## config.mk

```make
export PLATFORM = sky130hd
export DESIGN_NAME = redundant_temp_sensor_voter
export DESIGN_NICKNAME = d
export VERILOG_FILES = /design/src/rtsv_pkg.sv /design/src/redundant_temp_sensor_voter.sv
export SDC_FILE = /design/constraint.sdc
export NUM_CORES = 1
export LEC_CHECK = 0
export ABC_AREA = 1
export BUFFER_PORTS_ARGS = -buffer_cell sky130_fd_sc_hd__buf_2
export CORE_MARGIN = 5
export CORE_UTILIZATION = 50
export CTS_CLUSTER_SIZE = 14
export DETAILED_ROUTE_END_ITERATION = 16
export HOLD_SLACK_MARGIN = 0.1
export PLACE_DENSITY = 0.74
export SLEW_MARGIN = 20
export SYNTH_ARGS = -nofsm -noshare
export SYNTH_HDL_FRONTEND = slang
export SYNTH_SLANG_ARGS = --single-unit
```

## constraint.sdc

```tcl
create_clock -name clk -period 7.2 [get_ports clk]
set_input_delay 0.36 -clock clk [delete_from_list [all_inputs] [get_ports clk]]
set_output_delay 0.36 -clock clk [all_outputs]
set_load 0.02 [all_outputs]
```

## src/rtsv_pkg.sv

```systemverilog
// Package for the redundant temperature sensor voter.
// Holds register indexes, reset values, debounce and window constants and output codes.
// No dependencies; used by redundant_temp_sensor_voter.
package rtsv_pkg;

  // Stream payload widths, padded to whole bytes
  localparam int unsigned IN_DATA_W  = 64;
  localparam int unsigned OUT_DATA_W = 40;

  // Configuration port
  localparam int unsigned CFG_INDEX_W = 3;
  localparam int unsigned CFG_DATA_W  = 16;

  typedef enum logic [CFG_INDEX_W-1:0] {
    REG_VALID_LOW     = 3'd0,
    REG_VALID_HIGH    = 3'd1,
    REG_AGREE_LIMIT   = 3'd2,
    REG_STUCK_LIMIT   = 3'd3,
    REG_MOVED_LIMIT   = 3'd4,
    REG_WARNING_LEVEL = 3'd5,
    REG_TRIP_LEVEL    = 3'd6,
    REG_INIT_TIME_MS  = 3'd7
  } reg_index_t;

  // Register reset values
  localparam logic signed [11:0] VALID_LOW_RST     = 12'sd0;
  localparam logic signed [11:0] VALID_HIGH_RST    = 12'sd1280;
  localparam logic        [11:0] AGREE_LIMIT_RST   = 12'd16;
  localparam logic        [11:0] STUCK_LIMIT_RST   = 12'd1;
  localparam logic        [11:0] MOVED_LIMIT_RST   = 12'd8;
  localparam logic signed [11:0] WARNING_LEVEL_RST = 12'sd800;
  localparam logic signed [11:0] TRIP_LEVEL_RST    = 12'sd960;
  localparam logic        [15:0] INIT_TIME_MS_RST  = 16'd3000;

  // Debounce and stuck-window lengths
  localparam logic [1:0] CONFIRM_COUNT = 2'd3;
  localparam logic [1:0] CLEAR_COUNT   = 2'd3;
  localparam logic [1:0] COUNT_SAT     = 2'd3;
  localparam logic [2:0] STUCK_WINDOW  = 3'd5;

  typedef enum logic [2:0] {
    DIAG_OK        = 3'd0,
    DIAG_A_FAULT   = 3'd1,
    DIAG_B_FAULT   = 3'd2,
    DIAG_DISAGREE  = 3'd3,
    DIAG_NONE_VALID = 3'd4,
    DIAG_A_STUCK   = 3'd5,
    DIAG_B_STUCK   = 3'd6,
    DIAG_PENDING   = 3'd7
  } diag_t;

  typedef enum logic [1:0] {
    ST_INIT    = 2'd0,
    ST_NORMAL  = 2'd1,
    ST_WARNING = 2'd2,
    ST_TRIP    = 2'd3
  } proc_state_t;

endpackage

```

## src/redundant_temp_sensor_voter.sv

```systemverilog
// Redundant temperature sensor voter, top level.
// Input register, single-pass vote/debounce/stuck/state logic, result register.
// Depends on rtsv_pkg.

// Each input beat carries one sample pair from two redundant sensors (1/16 degree
// units), a millisecond timestamp and two supervisor flags. The block accepts one
// beat per clock and returns exactly one result beat per input beat, in order.
// A beat waits in the input register while the voter logic runs and is written
// into the result register once that register is free, and its result stays
// there until it is taken.
// With the output ready, one item per cycle goes in and out; a stalled result
// holds the input register, which then holds off the input. Disagreement is
// confirmed after three bad samples and cleared after three good ones; the
// stuck-sensor check compares each sensor against a snapshot taken every five
// valid samples. The trusted temperature comes out in 1/32 degree units.
// Configuration writes take effect at the next edge and must only be made while
// no item is in flight.
module redundant_temp_sensor_voter (
  input  logic                                clk,
  input  logic                                rst,
  // Input stream
  input  logic                                s_axis_tvalid,
  output logic                                s_axis_tready,
  // temp_a[11:0], temp_b[23:12], time_ms[55:24], comms_ok[56],
  // heat_request[57], zero pad[63:58]
  input  logic [rtsv_pkg::IN_DATA_W-1:0]      s_axis_tdata,
  // Result stream
  output logic                                m_axis_tvalid,
  input  logic                                m_axis_tready,
  // a_valid[0], b_valid[1], agree[2], difference[14:3], diag_code[17:15],
  // trusted_temp[30:18], trusted_valid[31], proc_state[33:32], init_done[34],
  // permissive[35], heater_on[36], zero pad[39:37]
  output logic [rtsv_pkg::OUT_DATA_W-1:0]     m_axis_tdata,
  // Configuration write port
  input  logic                                cfg_wr_en,
  input  logic [rtsv_pkg::CFG_INDEX_W-1:0]    cfg_index,
  input  logic [rtsv_pkg::CFG_DATA_W-1:0]     cfg_data
);

  // Configuration registers
  logic signed [11:0] valid_low;
  logic signed [11:0] valid_high;
  logic        [11:0] agree_limit;
  logic        [11:0] stuck_limit;
  logic        [11:0] moved_limit;
  logic signed [11:0] warning_level;
  logic signed [11:0] trip_level;
  logic        [15:0] init_time_ms;

  // Input register
  logic                           in_valid;
  logic [rtsv_pkg::IN_DATA_W-1:0] in_data;
  logic                           in_fire;

  // Voter state
  logic [1:0]                bad_count, bad_count_next;
  logic [1:0]                good_count, good_count_next;
  logic                      disagree_confirmed, disagree_confirmed_next;
  logic                      disagree_pending, disagree_pending_next;
  logic                      window_started, window_started_next;
  logic signed [11:0]        window_start_a, window_start_a_next;
  logic signed [11:0]        window_start_b, window_start_b_next;
  logic [2:0]                window_count, window_count_next;
  logic                      a_stuck, a_stuck_next;
  logic                      b_stuck, b_stuck_next;
  logic signed [12:0]        last_trusted, last_trusted_next;
  logic                      last_trusted_valid, last_trusted_valid_next;
  logic                      initialized, initialized_next;
  rtsv_pkg::proc_state_t     state_reg, state_reg_next;

  // Per-item combinational values
  logic signed [11:0]        temp_a, temp_b;
  logic [31:0]               time_ms;
  logic                      comms_ok, heat_request;
  logic                      av, bv, both_valid, agree;
  logic [11:0]               difference;
  logic [11:0]               change_a, change_b;
  logic [2:0]                window_inc;
  rtsv_pkg::diag_t           diag;
  logic signed [12:0]        trusted;
  logic                      tvalid;
  logic signed [12:0]        trusted_out;
  logic                      perm;
  logic [rtsv_pkg::OUT_DATA_W-1:0] result;

  // |x - y| of two 12-bit signed values; always fits 12 bits unsigned
  function automatic logic [11:0] abs_diff12(input logic signed [11:0] x,
                                             input logic signed [11:0] y);
    logic signed [12:0] d;
    logic signed [12:0] m;
    d = 13'({x[11], x}) - 13'({y[11], y});
    m = -d;
    return d[12] ? m[11:0] : d[11:0];
  endfunction

  // Configuration writes
  always_ff @(posedge clk) begin
    if (rst) begin
      valid_low     <= rtsv_pkg::VALID_LOW_RST;
      valid_high    <= rtsv_pkg::VALID_HIGH_RST;
      agree_limit   <= rtsv_pkg::AGREE_LIMIT_RST;
      stuck_limit   <= rtsv_pkg::STUCK_LIMIT_RST;
      moved_limit   <= rtsv_pkg::MOVED_LIMIT_RST;
      warning_level <= rtsv_pkg::WARNING_LEVEL_RST;
      trip_level    <= rtsv_pkg::TRIP_LEVEL_RST;
      init_time_ms  <= rtsv_pkg::INIT_TIME_MS_RST;
    end else if (cfg_wr_en) begin
      case (rtsv_pkg::reg_index_t'(cfg_index))
        rtsv_pkg::REG_VALID_LOW:     valid_low     <= cfg_data[11:0];
        rtsv_pkg::REG_VALID_HIGH:    valid_high    <= cfg_data[11:0];
        rtsv_pkg::REG_AGREE_LIMIT:   agree_limit   <= cfg_data[11:0];
        rtsv_pkg::REG_STUCK_LIMIT:   stuck_limit   <= cfg_data[11:0];
        rtsv_pkg::REG_MOVED_LIMIT:   moved_limit   <= cfg_data[11:0];
        rtsv_pkg::REG_WARNING_LEVEL: warning_level <= cfg_data[11:0];
        rtsv_pkg::REG_TRIP_LEVEL:    trip_level    <= cfg_data[11:0];
        rtsv_pkg::REG_INIT_TIME_MS:  init_time_ms  <= cfg_data;
        default: ;
      endcase
    end
  end

  // Handshake: the input register moves on whenever the result register is free
  assign in_fire       = in_valid && (!m_axis_tvalid || m_axis_tready);
  assign s_axis_tready = !in_valid || in_fire;

  always_ff @(posedge clk) begin
    if (rst) begin
      in_valid <= 1'b0;
    end else if (s_axis_tready) begin
      in_valid <= s_axis_tvalid;
    end
  end

  always_ff @(posedge clk) begin
    if (s_axis_tvalid && s_axis_tready) begin
      in_data <= s_axis_tdata;
    end
  end

  // Field unpacking
  assign temp_a       = in_data[11:0];
  assign temp_b       = in_data[23:12];
  assign time_ms      = in_data[55:24];
  assign comms_ok     = in_data[56];
  assign heat_request = in_data[57];

  // Range check, agreement, window changes
  assign av         = (temp_a >= valid_low) && (temp_a <= valid_high);
  assign bv         = (temp_b >= valid_low) && (temp_b <= valid_high);
  assign both_valid = av && bv;
  assign difference = both_valid ? abs_diff12(temp_a, temp_b) : 12'd0;
  assign agree      = both_valid && (difference <= agree_limit);
  assign change_a   = abs_diff12(temp_a, window_start_a);
  assign change_b   = abs_diff12(temp_b, window_start_b);
  assign window_inc = window_count + 3'd1;

  // Disagreement debounce and stuck window
  always_comb begin
    bad_count_next          = bad_count;
    good_count_next         = good_count;
    disagree_confirmed_next = disagree_confirmed;
    disagree_pending_next   = disagree_pending;
    window_started_next     = window_started;
    window_start_a_next     = window_start_a;
    window_start_b_next     = window_start_b;
    window_count_next       = window_count;
    a_stuck_next            = a_stuck;
    b_stuck_next            = b_stuck;

    if (both_valid) begin
      if (!agree) begin
        good_count_next = 2'd0;
        if (!disagree_confirmed) begin
          if (bad_count < rtsv_pkg::COUNT_SAT) begin
            bad_count_next = bad_count + 2'd1;
          end
          disagree_pending_next = 1'b1;
          if (bad_count_next >= rtsv_pkg::CONFIRM_COUNT) begin
            disagree_confirmed_next = 1'b1;
            disagree_pending_next   = 1'b0;
          end
        end
      end else begin
        bad_count_next        = 2'd0;
        disagree_pending_next = 1'b0;
        if (disagree_confirmed) begin
          if (good_count < rtsv_pkg::COUNT_SAT) begin
            good_count_next = good_count + 2'd1;
          end
          if (good_count_next >= rtsv_pkg::CLEAR_COUNT) begin
            disagree_confirmed_next = 1'b0;
            good_count_next         = 2'd0;
          end
        end else begin
          good_count_next = 2'd0;
        end
      end
    end else begin
      bad_count_next          = 2'd0;
      good_count_next         = 2'd0;
      disagree_pending_next   = 1'b0;
      disagree_confirmed_next = 1'b0;
    end

    if (!both_valid) begin
      a_stuck_next        = 1'b0;
      b_stuck_next        = 1'b0;
      window_started_next = 1'b0;
      window_count_next   = 3'd0;
    end else if (!window_started) begin
      window_start_a_next = temp_a;
      window_start_b_next = temp_b;
      window_count_next   = 3'd0;
      window_started_next = 1'b1;
    end else if (window_inc >= rtsv_pkg::STUCK_WINDOW) begin
      a_stuck_next        = (change_a <= stuck_limit) &&
                            (change_b >= moved_limit);
      b_stuck_next        = (change_b <= stuck_limit) &&
                            (change_a >= moved_limit);
      window_start_a_next = temp_a;
      window_start_b_next = temp_b;
      window_count_next   = 3'd0;
    end else begin
      window_count_next = window_inc;
    end
  end

  // Priority-ordered diagnostic code
  always_comb begin
    if (a_stuck_next)                 diag = rtsv_pkg::DIAG_A_STUCK;
    else if (b_stuck_next)            diag = rtsv_pkg::DIAG_B_STUCK;
    else if (disagree_confirmed_next) diag = rtsv_pkg::DIAG_DISAGREE;
    else if (disagree_pending_next)   diag = rtsv_pkg::DIAG_PENDING;
    else if (agree)                   diag = rtsv_pkg::DIAG_OK;
    else if (av && !bv)               diag = rtsv_pkg::DIAG_B_FAULT;
    else if (!av && bv)               diag = rtsv_pkg::DIAG_A_FAULT;
    else                              diag = rtsv_pkg::DIAG_NONE_VALID;
  end

  // Trusted temperature in 1/32 degree, process state and permissive
  always_comb begin
    trusted                 = 13'sd0;
    tvalid                  = 1'b0;
    last_trusted_next       = last_trusted;
    last_trusted_valid_next = last_trusted_valid;
    initialized_next        = initialized;
    state_reg_next          = state_reg;

    if (a_stuck_next && bv) begin
      trusted = {temp_b, 1'b0};
      tvalid  = 1'b1;
    end else if (b_stuck_next && av) begin
      trusted = {temp_a, 1'b0};
      tvalid  = 1'b1;
    end else if (av != bv) begin
      trusted = av ? {temp_a, 1'b0} : {temp_b, 1'b0};
      tvalid  = 1'b1;
    end else if (disagree_confirmed_next) begin
      tvalid = 1'b0;
    end else if (agree) begin
      trusted = 13'({temp_a[11], temp_a}) + 13'({temp_b[11], temp_b});
      tvalid  = 1'b1;
    end else if (disagree_pending_next && last_trusted_valid) begin
      trusted = last_trusted;
      tvalid  = 1'b1;
    end

    // A held value during a pending disagreement is not stored again
    if (tvalid && !(disagree_pending_next && !agree &&
                     !(a_stuck_next || b_stuck_next) && (av == bv))) begin
      last_trusted_next       = trusted;
      last_trusted_valid_next = 1'b1;
    end

    // Levels are doubled into 1/32 degree and compared signed
    if (!initialized) begin
      state_reg_next = rtsv_pkg::ST_INIT;
      if ((time_ms >= {16'd0, init_time_ms}) && tvalid) begin
        initialized_next = 1'b1;
      end
    end else if (tvalid) begin
      if (trusted >= $signed({trip_level, 1'b0})) begin
        state_reg_next = rtsv_pkg::ST_TRIP;
      end else if (trusted >= $signed({warning_level, 1'b0})) begin
        state_reg_next = rtsv_pkg::ST_WARNING;
      end else begin
        state_reg_next = rtsv_pkg::ST_NORMAL;
      end
    end

    perm = initialized_next && tvalid && comms_ok &&
           ((state_reg_next == rtsv_pkg::ST_NORMAL) ||
            (state_reg_next == rtsv_pkg::ST_WARNING));
    trusted_out = tvalid ? trusted : 13'sd0;
  end

  assign result = {3'b000, perm && heat_request, perm, initialized_next, state_reg_next,
                   tvalid, trusted_out, diag, difference, agree, bv, av};

  // State update, one item per in_fire
  always_ff @(posedge clk) begin
    if (rst) begin
      bad_count          <= 2'd0;
      good_count         <= 2'd0;
      disagree_confirmed <= 1'b0;
      disagree_pending   <= 1'b0;
      window_started     <= 1'b0;
      window_start_a     <= 12'sd0;
      window_start_b     <= 12'sd0;
      window_count       <= 3'd0;
      a_stuck            <= 1'b0;
      b_stuck            <= 1'b0;
      last_trusted       <= 13'sd0;
      last_trusted_valid <= 1'b0;
      initialized        <= 1'b0;
      state_reg          <= rtsv_pkg::ST_INIT;
    end else if (in_fire) begin
      bad_count          <= bad_count_next;
      good_count         <= good_count_next;
      disagree_confirmed <= disagree_confirmed_next;
      disagree_pending   <= disagree_pending_next;
      window_started     <= window_started_next;
      window_start_a     <= window_start_a_next;
      window_start_b     <= window_start_b_next;
      window_count       <= window_count_next;
      a_stuck            <= a_stuck_next;
      b_stuck            <= b_stuck_next;
      last_trusted       <= last_trusted_next;
      last_trusted_valid <= last_trusted_valid_next;
      initialized        <= initialized_next;
      state_reg          <= state_reg_next;
    end
  end

  // Result register
  always_ff @(posedge clk) begin
    if (rst) begin
      m_axis_tvalid <= 1'b0;
    end else if (in_fire) begin
      m_axis_tvalid <= 1'b1;
    end else if (m_axis_tready) begin
      m_axis_tvalid <= 1'b0;
    end
  end

  always_ff @(posedge clk) begin
    if (in_fire) begin
      m_axis_tdata <= result;
    end
  end

  // Checks
  a_pend_conf_excl: assert property (@(posedge clk) disable iff (rst)
    !(disagree_pending && disagree_confirmed))
    else $error("disagreement both pending and confirmed");

  a_window_bound: assert property (@(posedge clk) disable iff (rst)
    window_count < rtsv_pkg::STUCK_WINDOW)
    else $error("stuck window count ran past window length");

  a_init_sticky: assert property (@(posedge clk) disable iff (rst)
    !$past(rst) |-> !$fell(initialized))
    else $error("initialized dropped without reset");

  a_item_held: assert property (@(posedge clk) disable iff (rst)
    in_valid && !in_fire |=> in_valid && $stable(in_data))
    else $error("stalled input item lost or overwritten");

endmodule

```

After elaboration in Yosys (flattened, before gate mapping)
Cells that the tools add are included.

storage, ports and cells
  bits in registers = 250
  latch bits = 0
  memory bits (writable) = 0
  bits in read-only memories = 0
  output and inout port bits = 42
  logic and storage cells = 186
  memories = 0

cells by class
  add/sub/neg operators = 10
  multipliers = 0
  divide/modulo/power cells = 0
  order comparisons = 17
  equal/unequal tests = 13
  shift operators = 0
  mux-type cells = 70
  bitwise logic cells = 0
  reduce and logical (&&, ||, !) cells = 47

operators by type and width
  kind                                                      number
  2-to-1 mux 12 bit                                         8
  2-to-1 mux 13 bit                                         7
  <= comparator 12 bit                                      5
  greater-or-equal comparator 12 bit                        4
  2-to-1 mux 2 bit                                          20
  subtractor 12 x 12 -> 13 bit                              3
  negator 12 bit                                            3
  greater-or-equal comparator 32 x 16 -> 1 bit              1
  2-to-1 mux 1 bit                                          27
  greater-or-equal comparator 13 bit                        2
  2-to-1 mux 3 bit                                          8
  logical AND 1 bit                                         22
  AND reduction 2 bit                                       10
  adder 12 x 12 -> 13 bit                                   1
  == test 3 bit, second input constant                      4
  zero test 1 bit                                           7
  == test 3 x 2 -> 1 bit, second input constant             2
  adder 2 x 1 -> 2 bit, second input constant               2
  greater-or-equal comparator 2 bit, second input constant  2
  logical OR 1 bit                                          4
  < comparator 2 bit, second input constant                 2
  adder 3 x 1 -> 3 bit, second input constant               1
  == test 3 x 1 -> 1 bit, second input constant             1
  greater-or-equal comparator 3 bit, second input constant  1
  other kinds (10)                                          10

Logic depth before layout (Yosys ltp)
  word-level depth = 29
  depth in mapped cells = 54
  mapped depth without buffers = 53

Worst setup path after synthesis
OpenSTA, ideal clock, no wires.

  path kind = reg2reg
  from = register in_data[1] (netlist name)
  to = register m_axis_tdata[35] (netlist name), data pin
  arrival = 5.537 ns
  data required time = 6.949 ns
  path slack = 1.412 ns
  stages on the path, launching flop included = 48
  path buffers = 2
  clock period less this slack = 5.788 ns
  cell sequence = edfxtp_1 inv_1 fa_1 ha_1 inv_1 nor3_2 nand2_1 nor2_1 nand2_1 nor2_1 inv_1 o31ai_1 inv_1 nor2_1 nor2_1 ha_1 nand2_1 inv_1 (+12 left out) nand2_1 o21ai_0 inv_1 ha_1 nand2_1 inv_1 nand3_1 nor2_1 nand2_1 o2111ai_1 xnor2_1 inv_1 nand2_2 nor2_1 nor2_1 nand2_1 nand3_2 inv_1

between the ends
  cells in the longest elaborated chain, start to end = 23
  elaborated cells between the ends (all ways) = 60

RTL lines
  element                                                     line                                                                    RTL
  start, declared                                             redundant_temp_sensor_voter.sv:52                                       logic [rtsv_pkg::IN_DATA_W-1:0] in_data;
  start signal, assigned                                      redundant_temp_sensor_voter.sv:136                                      in_data <= s_axis_tdata;
  subtractor 12 x 12 -> 13 bit, or another cell as far along  redundant_temp_sensor_voter.sv:91                                       d = 13'({x[11], x}) - 13'({y[11], y});
  negator 12 bit or logical AND 1 bit (tied branches)         redundant_temp_sensor_voter.sv:92, redundant_temp_sensor_voter.sv:148
  2-to-1 mux 12 bit or logical AND 1 bit (tied branches)      redundant_temp_sensor_voter.sv:93, redundant_temp_sensor_voter.sv:150
  2-to-1 mux 12 bit *                                         redundant_temp_sensor_voter.sv:151                                      assign difference = both_valid ? abs_diff12(temp_a, temp_b) : 12'd0;
  via difference[10]                                          redundant_temp_sensor_voter.sv:76                                       logic [11:0] difference;
  <= comparator 12 bit *                                      redundant_temp_sensor_voter.sv:152                                      assign agree = both_valid && (difference <= agree_limit);
  logical AND 1 bit *                                         redundant_temp_sensor_voter.sv:152
  via agree                                                   redundant_temp_sensor_voter.sv:75                                       logic av, bv, both_valid, agree;
  (+9 left out)                                               -
  via trusted[12]                                             redundant_temp_sensor_voter.sv:80                                       logic signed [12:0] trusted;
  (+2 left out)                                               -
  2-to-1 mux 2 bit *                                          redundant_temp_sensor_voter.sv:282                                      if (trusted >= $signed({trip_level, 1'b0})) begin
  2-to-1 mux 2 bit *                                          redundant_temp_sensor_voter.sv:281                                      end else if (tvalid) begin
  2-to-1 mux 2 bit *                                          redundant_temp_sensor_voter.sv:276                                      if (!initialized) begin
  via result, one bit                                         redundant_temp_sensor_voter.sv:84                                       logic [rtsv_pkg::OUT_DATA_W-1:0] result;
  == test 2 x 1 -> 1 bit or == test 2 bit (tied branches)     redundant_temp_sensor_voter.sv:292, redundant_temp_sensor_voter.sv:293
  logical OR 1 bit *                                          redundant_temp_sensor_voter.sv:292                                      ((state_reg_next == rtsv_pkg::ST_NORMAL) ||
  logical AND 1 bit *                                         redundant_temp_sensor_voter.sv:291                                      perm = initialized_next && tvalid && comms_ok &&
  via perm                                                    redundant_temp_sensor_voter.sv:83                                       logic perm;
  end signal, assigned                                        redundant_temp_sensor_voter.sv:348                                      m_axis_tdata <= result;
  end, declared                                               redundant_temp_sensor_voter.sv:33                                       output logic [rtsv_pkg::OUT_DATA_W-1:0] m_axis_tdata,

Mark *: on every way through the listed nets, which the timed path passes. The rest lies on a longest branch.
A chain may end at the register's enable or synchronous reset.

Worst setup path in the final report
  from = register in_data[5] (netlist name)
  to = register m_axis_tdata[35] (netlist name), data pin

between the ends
  cells in the longest elaborated chain, start to end = 23
  elaborated cells between the ends (all ways) = 60

RTL lines
  element                                                     line                                                                    RTL
  subtractor 12 x 12 -> 13 bit, or another cell as far along  redundant_temp_sensor_voter.sv:91
  negator 12 bit or logical AND 1 bit (tied branches)         redundant_temp_sensor_voter.sv:92, redundant_temp_sensor_voter.sv:148
  2-to-1 mux 12 bit or logical AND 1 bit (tied branches)      redundant_temp_sensor_voter.sv:93, redundant_temp_sensor_voter.sv:150
  2-to-1 mux 12 bit                                           redundant_temp_sensor_voter.sv:151
  <= comparator 12 bit                                        redundant_temp_sensor_voter.sv:152
  logical AND 1 bit                                           redundant_temp_sensor_voter.sv:152
  2-to-1 mux 1 bit                                            redundant_temp_sensor_voter.sv:171                                      if (!agree) begin
  2-to-1 mux 1 bit                                            redundant_temp_sensor_voter.sv:170                                      if (both_valid) begin
  (+7 left out)                                               -
  via trusted[8]                                              redundant_temp_sensor_voter.sv:80
  (+2 left out)                                               -
  2-to-1 mux 2 bit *                                          redundant_temp_sensor_voter.sv:282
  2-to-1 mux 2 bit *                                          redundant_temp_sensor_voter.sv:281
  2-to-1 mux 2 bit *                                          redundant_temp_sensor_voter.sv:276
  via result, one bit                                         redundant_temp_sensor_voter.sv:84
  == test 2 x 1 -> 1 bit or == test 2 bit (tied branches)     redundant_temp_sensor_voter.sv:292, redundant_temp_sensor_voter.sv:293
  logical OR 1 bit *                                          redundant_temp_sensor_voter.sv:292
  logical AND 1 bit *                                         redundant_temp_sensor_voter.sv:291
  via perm                                                    redundant_temp_sensor_voter.sv:83

Marked as above.

==> impl_metrics.yaml <==
die:
  io_pins: 130
  die_w_um: 189.2
  die-height_um: 189.2
  start_util: 0.5075
  dieArea_um2: 35800
  core_area_um2: 31640
  rows: 65
synthesis:
  ys_seq_area_frac: 0.3709
  syn_area_per_cell_um2: 7.836
  synth-seq-cells: 250
  syn-cell-area_um2: 16060
  ys_async_sr_fraction: 0
  yosysUniqueCellTypes: 56
  ys_warn_count: 0
  ys.flop_type: "dfxtp_1"
  postSynthCellCount: 2049
  synth-edff-count: 95
route:
  drt_iter0_markers: 963
  drcViolationCount: 0
  firstDrtPassIters: 5
  routedWlPerCell_um: 17.25
  vias: 14450
  final_antenna_net_count: 0
  wl_um: 46210
  viasPerCell: 5.394
timing:
  setup_viol_count_final: 0
  tightest_slew_ns: 0.9964
  slew_violations: 0
  skew_ns: 0.01191
  layout_setup_ws_ns: 0.5227
  maxSlewHeadroom: 0.3358
  period_share: 0.9274
  period_minus_slack_ns: 6.677
  hold_violations: 0
  max_freq_ghz: 0.1498
cells_and_area:
  final_area_um2: 18950
  layout-drive-gt1-share: 0.1208
  final_common_cell: "nand2_1"
  finish.net_count: 2550
  area_delta_synth_final_pct: 17.99
  reg_top3: "in_data: 58 flops, m_axis_tdata: 37 flops, init_time_ms: 16 flops"
  final_cell_mix: "nand2_1 (354), inv_1 (336), a21oi_1 (226)"
  largest_register_ff_count: 58
  largest-register: "in_data"
placed_design:
  port_buffers: 120
  placed_area_um2: 17100
  pre_cts_ws_ns: 0.2597
  dp_hpwl_um: 33790
  gp_congestion: 1.017
power_and_ir_drop:
  irDropWorstVdd_v: 0.0002581
  power_leakage_nw: 8.792
  p_per_area_nw_per_um2: 219.3
critical_path:
  crit_arrival_ns: 6.99
  cp_slowest_stage_delay_ns: 0.61
  worstPathMaxFanout: 7
  critPathKind: "reg -> reg"
  cp_slowest_cell: "edfxtp_1"
  cp-start-kind: "register"
  crit_family: "simple AND/OR/NAND/NOR gates"
  endpoint_kind: "register"
  path_buf_inv: 6
  crit_top_cell: "nand2_1"
  required_ns: 7.51
grt:
  groute.usage.overall: 0.2514
  grt_pass1_wl_um: 72330
  overflow: 0
  first_global_vias: 13850
  grt_start_max_net_pins: 69
  antenna_found_initial: 3
cts:
  clkTransAtPathRegs_ns: 0.06
  h-tree-depth: 1
  clock_latency_ns: 0.55
  root_buffer: "clkbuf_16"
  tritoncts: "built"
  clkSinkCount: 250
  cts_buffers: 28
  clockBufferDepth: 3
outcome:
  status: "finished, final reports clean"
flow_run:
  max_cap_viol_count: 0
min_path:
  hold_path.class: "in -> reg"
==> report_power, final <==
group	switching, mW	internal [mW]	total, mW	leakage, nW
Clock	0.571	0.870	1.44	0.455
Sequential	0.0350	1.55	1.58	2.18
Combinational	0.718	0.410	1.13	6.16
Total	1.32	2.83	4.15	8.79
==> worst min-delay path: cells and delay by family <==
kind / cells / cell delay [ns]
AOI/OAI and AO/OA: 2 / 0.20
buffers and inverters: 1 / 0.07
==> cells in the mapped netlist (25+ instances only) <==
cell,instances,area [um^2]
nor3_1,25,125.1
nor2_1,136,510.5
dfxtp_1,155,3103
ha_1,204,2552
edfxtp_1,95,2853
clkbuf_1,39,146.4
a21oi_1,227,1136
nand2_1,357,1340
xor2_1,45,394.1
inv_1,339,1272
nand3_1,55,275.3
o21ai_0,182,910.9
==> repair_timing <==
item	CTS	global route
hold buffers	62	0
setup endpoints to repair	0	6
gates resized for setup	0	33
buffers inserted	0	21
hold endpoints to repair	62	0
==> final timing paths <==
kind / cells after the start / start / slack, ns / end
worst min register to register: 2 / window_start_a[4] / 0.46 / window_start_a[4]
worst min-delay path: 3 / cfg_data[14] / 0.13 / init_time_ms[14]
worst max register to register: 43 / in_data[5] / 0.52 / m_axis_tdata[35]
worst max-delay path: 43 / in_data[5] / 0.52 / m_axis_tdata[35]
==> through the flow <==
| stage | instances | util | hold WS, ns | setup TNS, ns | total power, mW |
|---|---|---|---|---|---|
| floorplan | 2051 | - | 0.4331 | 0 | 2.361 |
| global placement | 2543 | 0.5406 | 0.4452 | 0 | 2.630 |
| detailed placement | 2543 | 0.5406 | 0.4542 | 0 | 2.668 |
| CTS | 2657 | 0.5898 | 0.1106 | 0 | 4.135 |
| global route | 2679 | 0.5989 | 0.1633 | -0.07743 | 4.403 |
| finish | 2679 | 0.5989 | 0.1253 | 0 | 4.155 |
==> kinds of logic (layout without fill, tap and decap cells) <==
kind of cell,count (synthesis),in the layout,synth area share
XOR/XNOR,55,55,0.03047
AO/OA/AOI/OAI,499,499,0.1695
buffers and inverters,405,630,0.09826
other,1,4,0.0002335
adder cells (fa/ha/maj),208,208,0.1640
flip-flops,250,250,0.3709
AND/OR/NAND/NOR,631,631,0.1667
==> per-layer routing <==
layer  wire length, um  GRT usage  vias to the layer above
li1                  -          -                     7213
met1             19050     0.3126                     6645
met2             21280     0.4195                      474
met3              3502    0.05513                      119
met4              2385     0.1138                        0
met5                 0          0                        -
==> layout make-up <==
type	count	area, um^2
sequential	250	5956
clock buffer	43	839.6
multi-input combinational	1396	8647
timing repair buffer	229	1574
clock inverter	9	98.84
tap	402	503.0
fill	2709	12690
antenna	1	2.502
inverter	349	1325
Power figures use the tool's default switching activity.
